===== src/hdl/ufml_pkg.sv =====
// Package for the union-find engine with member lists.
// Holds sizes, the controller command codes and the status bundle.
// No dependencies.
package ufml_pkg;
	localparam int NODES = 1024;
	localparam int LBL_W = 10;
	localparam int CNT_W = 11;

	typedef logic [LBL_W-1:0] lbl_t;
	typedef logic [CNT_W-1:0] cnt_t;

	typedef enum logic [3:0] {
		CMD_NOP,
		CMD_CLEAR,
		CMD_LOAD,
		CMD_LA,
		CMD_LB,
		CMD_CA,
		CMD_CB,
		CMD_QC,
		CMD_WRD,
		CMD_WCHK,
		CMD_TW,
		CMD_TL,
		CMD_FIN
	} cmd_t;

	typedef struct packed {
		logic is_query;
		logic same;
		logic walk_end;
		logic clr_last;
	} stat_t;
endpackage


===== src/hdl/ufml_ctrl.sv =====
// Controller state machine of the union-find engine.
// Depends on ufml_pkg; drives commands to ufml_datapath.
module ufml_ctrl import ufml_pkg::*; (
	input  logic  clk,
	input  logic  arst_n,
	input  logic  start,
	input  stat_t stat,
	output logic  busy,
	output cmd_t  cmd
);
	typedef enum logic [11:0] {
		S_CLEAR = 12'b000000000001,
		S_IDLE  = 12'b000000000010,
		S_LA    = 12'b000000000100,
		S_LB    = 12'b000000001000,
		S_CA    = 12'b000000010000,
		S_CB    = 12'b000000100000,
		S_QC    = 12'b000001000000,
		S_WRD   = 12'b000010000000,
		S_WCHK  = 12'b000100000000,
		S_TW    = 12'b001000000000,
		S_TL    = 12'b010000000000,
		S_FIN   = 12'b100000000000
	} state_t;

	state_t state_q, state_d;

	always_comb begin
		state_d = state_q;
		cmd = CMD_NOP;
		case (state_q)
			S_CLEAR: begin
				cmd = CMD_CLEAR;
				if (stat.clr_last) state_d = S_IDLE;
			end
			S_IDLE: begin
				if (start) begin
					cmd = CMD_LOAD;
					state_d = S_LA;
				end
			end
			S_LA: begin
				cmd = CMD_LA;
				state_d = stat.is_query ? S_QC : S_LB;
			end
			S_QC: begin
				cmd = CMD_QC;
				state_d = S_IDLE;
			end
			S_LB: begin
				cmd = CMD_LB;
				state_d = S_CA;
			end
			S_CA: begin
				cmd = CMD_CA;
				state_d = S_CB;
			end
			S_CB: begin
				cmd = CMD_CB;
				state_d = stat.same ? S_IDLE : S_WRD;
			end
			S_WRD: begin
				cmd = CMD_WRD;
				state_d = S_WCHK;
			end
			S_WCHK: begin
				cmd = CMD_WCHK;
				state_d = stat.walk_end ? S_TW : S_WRD;
			end
			S_TW: begin
				cmd = CMD_TW;
				state_d = S_TL;
			end
			S_TL: begin
				cmd = CMD_TL;
				state_d = S_FIN;
			end
			S_FIN: begin
				cmd = CMD_FIN;
				state_d = S_IDLE;
			end
			default: state_d = S_IDLE;
		endcase
	end

	always_ff @(posedge clk or negedge arst_n) begin
		if (!arst_n) state_q <= S_CLEAR;
		else state_q <= state_d;
	end

	assign busy = (state_q != S_IDLE);
endmodule


===== config.mk =====
export PLATFORM = sky130hd
export DESIGN_NAME = ufml_ctrl
export DESIGN_NICKNAME = d
export VERILOG_FILES = /design/src/hdl/ufml_pkg.sv /design/src/hdl/ufml_ctrl.sv
export SDC_FILE = /design/constraint.sdc
export NUM_CORES = 1
export LEC_CHECK = 0
export ABC_AREA = 1
export BUFFER_PORTS_ARGS = -buffer_cell sky130_fd_sc_hd__clkbuf_2
export CAP_MARGIN = 5
export CORE_AREA = 4 4 42 44
export CTS_BUF_LIST = sky130_fd_sc_hd__clkbuf_8
export CTS_CLUSTER_SIZE = 40
export DETAILED_ROUTE_END_ITERATION = 10
export DIE_AREA = 0 0 46 48
export PLACE_DENSITY = 0.78
export SLEW_MARGIN = 20
export SYNTH_ARGS = -nofsm -noshare
export SYNTH_HDL_FRONTEND = slang
export SYNTH_SLANG_ARGS = --single-unit

===== constraint.sdc =====
create_clock -name clk -period 4 [get_ports clk]
set_clock_uncertainty 0.15 [all_clocks]
set_input_delay 0 -clock clk [delete_from_list [all_inputs] [get_ports clk]]
set_output_delay 0 -clock clk [all_outputs]
set_load 0.005 [all_outputs]

==> reports/metrics.csv <==
metric;value;unit
finalSetupViolations;0;
synthDistinctLibCells;21;
viasPerCell;4.90;
clkPwrFrac;0.247;
dr.pass1.iters;4;
vdd_ir_drop_max;281;µV
initial_utilization;0.544;
cts_root_buffer;clkbuf_8;
clock_path_buffers;2;
min_period_over_period;0.464;
worst-path-buf-inv;1;
fin_setup_tns;0;ns
cap_viol_max_count;0;
endpoint;state_q[7]$_DFFE_PN0P_;
top_regs;state_q (12);
finalCoreUtilization;0.677;
ys_seq_area_frac;0.386;
maxSlewViolCount;0;
worst_pin_slew;0.303;ns
ys_seq_elements;12;
grt_max_degree;13;
routed_wl;1.72;mm
regMostFlops;state_q;
path_depth;6;
grt_pass1_wl;2.69;mm
placedCellCount;135;
die_x;46;µm
core_area;1440;µm²
ys_warn_count;0;
final_nets;138;
largest_reg_flops;12;
p_sw;165;µW
async_flop_share;1.00;
syn_to_final_growth;24.3;%
fp-row-count;14;
final_common_cell;inv_1;
final_layout_size_suffix_gt1_frac;0.323;
cp_top_family;simple AND/OR/NAND/NOR gates;
cp.arrival;1.89;ns
syn_area;782;µm²
routedWlPerCell;11.8;µm
crit_type;register to register;
clock_latency;0.24;ns
syn_inst;108;
final_cell_mix;22 x inv_1, 20 x nand2_1, 14 x nor2_1, 11 x clkbuf_2, 11 x dfrtp_1;
die_h;48;µm
r2r-end;state_q[7]$_DFFE_PN0P_;
seq_power_share;0.331;
vias;716;
rsz0062_at_grt;no;
gp_congestion;0.780;
r2r_setup_slack;2.14;ns
port_buffers;11;
ctsResizeCount;0;
syn_avg_cell_area;7.24;µm²
synth_flop_cell;dfrtp_1;
die-area;2210;µm²
relSlewSlack;0.798;
first_iter_violations;9;
cts_htree_levels;1;
final_cells;146;
cts_buffers;3;
synthesis.nets;115;
combPwrFrac;0.422;
synth_edf_count;0;
grt_use_total;0.178;
ant_nets;0;
p_int;276;µW
reg2reg_depth;6;
path_max_fanout;5;
max_freq;0.539;GHz
drcViolationCount;0;
status;completed;
diodes;0;
antenna_found_initial;0;
cts_sinks;12;
overflow;0;
r2r_start;state_q[2]$_DFFE_PN0P_;
pin_count;12;
cp-startpoint;state_q[2]$_DFFE_PN0P_;
fin_crit;1.86;ns
hold_viol;0;
critPathMaxStageDelay;0.55;ns
crit_slowest_cell;dlygate4sd3_1;
fillers;117;
start_kind;register;
required;4.03;ns
grt_pass1_vias;671;
powerDensity;453;nW/µm²
place_hpwl;1.30;mm
cts_tree;yes;
hold_slack;0.0299;ns
swShare;0.373;
cp_cell_sequence;nor2_2 > nand2_2 > nor2_4 > nand2_1 > o22ai_1 > dlygate4sd3_1;
clkTransAtPathRegs;0.05;ns
cp-end-kind;register;
hp-class;input pin to async pin;
leakagePower;0.000562;µW
## metrics by stage
stage	total power [µW]	worst slack [ns]	instance area, µm²
after floorplan	279	2.61	782
after global placement	318	2.54	857
after detailed placement	324	2.49	857
after CTS	439	2.14	972
after global routing	471	2.04	972
final	441	2.14	972
## routing by layer
metal / part of all wire / vias to the layer above / GRT usage / wire length [µm]
met5: 0 / - / 0 / 0
met4: 0.0058 / 0 / 0.0511 / 10
met3: 0.042 / 4 / 0.0564 / 72
met2: 0.54 / 11 / 0.330 / 937
met1: 0.41 / 333 / 0.193 / 700
li1: - / 368 / - / -
## worst min path at each step
stage,start,to,slack [ns],cells after the start
finish,arst_n,state_q[7]$_DFFE_PN0P_,0.03,2
global route,arst_n,state_q[7]$_DFFE_PN0P_,0.06,2
CTS,arst_n,state_q[9]$_DFFE_PN0P_,0.04,2
detailed placement,arst_n,state_q[9]$_DFFE_PN0P_,-0.25,1
global placement,arst_n,state_q[9]$_DFFE_PN0P_,-0.25,1
floorplan,arst_n,state_q[10]$_DFFE_PN0P_,-0.45,0
## cell families (layout without fill, tap and decap cells)
logic type / Yosys count / in the layout / synth area share
simple gates: 66 / 66 / 0.456
flops: 12 / 12 / 0.386
compound gates: 5 / 5 / 0.0384
buf+inv: 25 / 47 / 0.120
## worst register-to-register path, cell delays in order (launching register included)
cell and delay [ns]:
dfrtp_1 0.40, nor2_2 0.17, nand2_2 0.11, nor2_4 0.16
nand2_1 0.11, o22ai_1 0.15, dlygate4sd3_1 0.55
## Yosys cell counts, types with 2 or more instances
library cell / n / area [µm²]
nor2_4: 4 / 45.0
nor3_1: 3 / 15.0
nand2_1: 20 / 75.1
nand3_1: 4 / 20.0
inv_1: 21 / 78.8
nand4_1: 2 / 12.5
inv_2: 4 / 15.0
nor2_1: 14 / 52.6
nor2_2: 6 / 37.5
nand2_2: 8 / 50.1
o21ai_1: 2 / 10.0
dfrtp_1: 11 / 275
## power by group through the flow
| stage | Clock (µW) | Sequential (µW) | Combinational (µW) |
|---|---|---|---|
| 3_3_place_gp | 0 | 147 | 172 |
| 4_1_cts | 111 | 145 | 182 |
| 6_report | 109 | 146 | 186 |
| 3_5_place_dp | 0 | 147 | 177 |
| 2_1_floorplan | 0 | 144 | 135 |
| 5_1_grt | 118 | 147 | 206 |
## area by class of cell
class / count / area (µm²) / area share
multi-input cells: 71 / 387 / 0.398
flip-flops and latches: 12 / 302 / 0.310
repair buffers: 18 / 125 / 0.129
inverters: 25 / 93.8 / 0.0965
clock buffers: 3 / 41.3 / 0.0425
well taps: 16 / 20.0 / 0.0206
clock inverters: 1 / 3.75 / 0.00386
## timing repair
item,in CTS,in global routing
setup buffers,0,0
hold buffers,7,0
endpoints found under the hold margin,19,0
No activity file was read; power rests on OpenSTA's default activity.
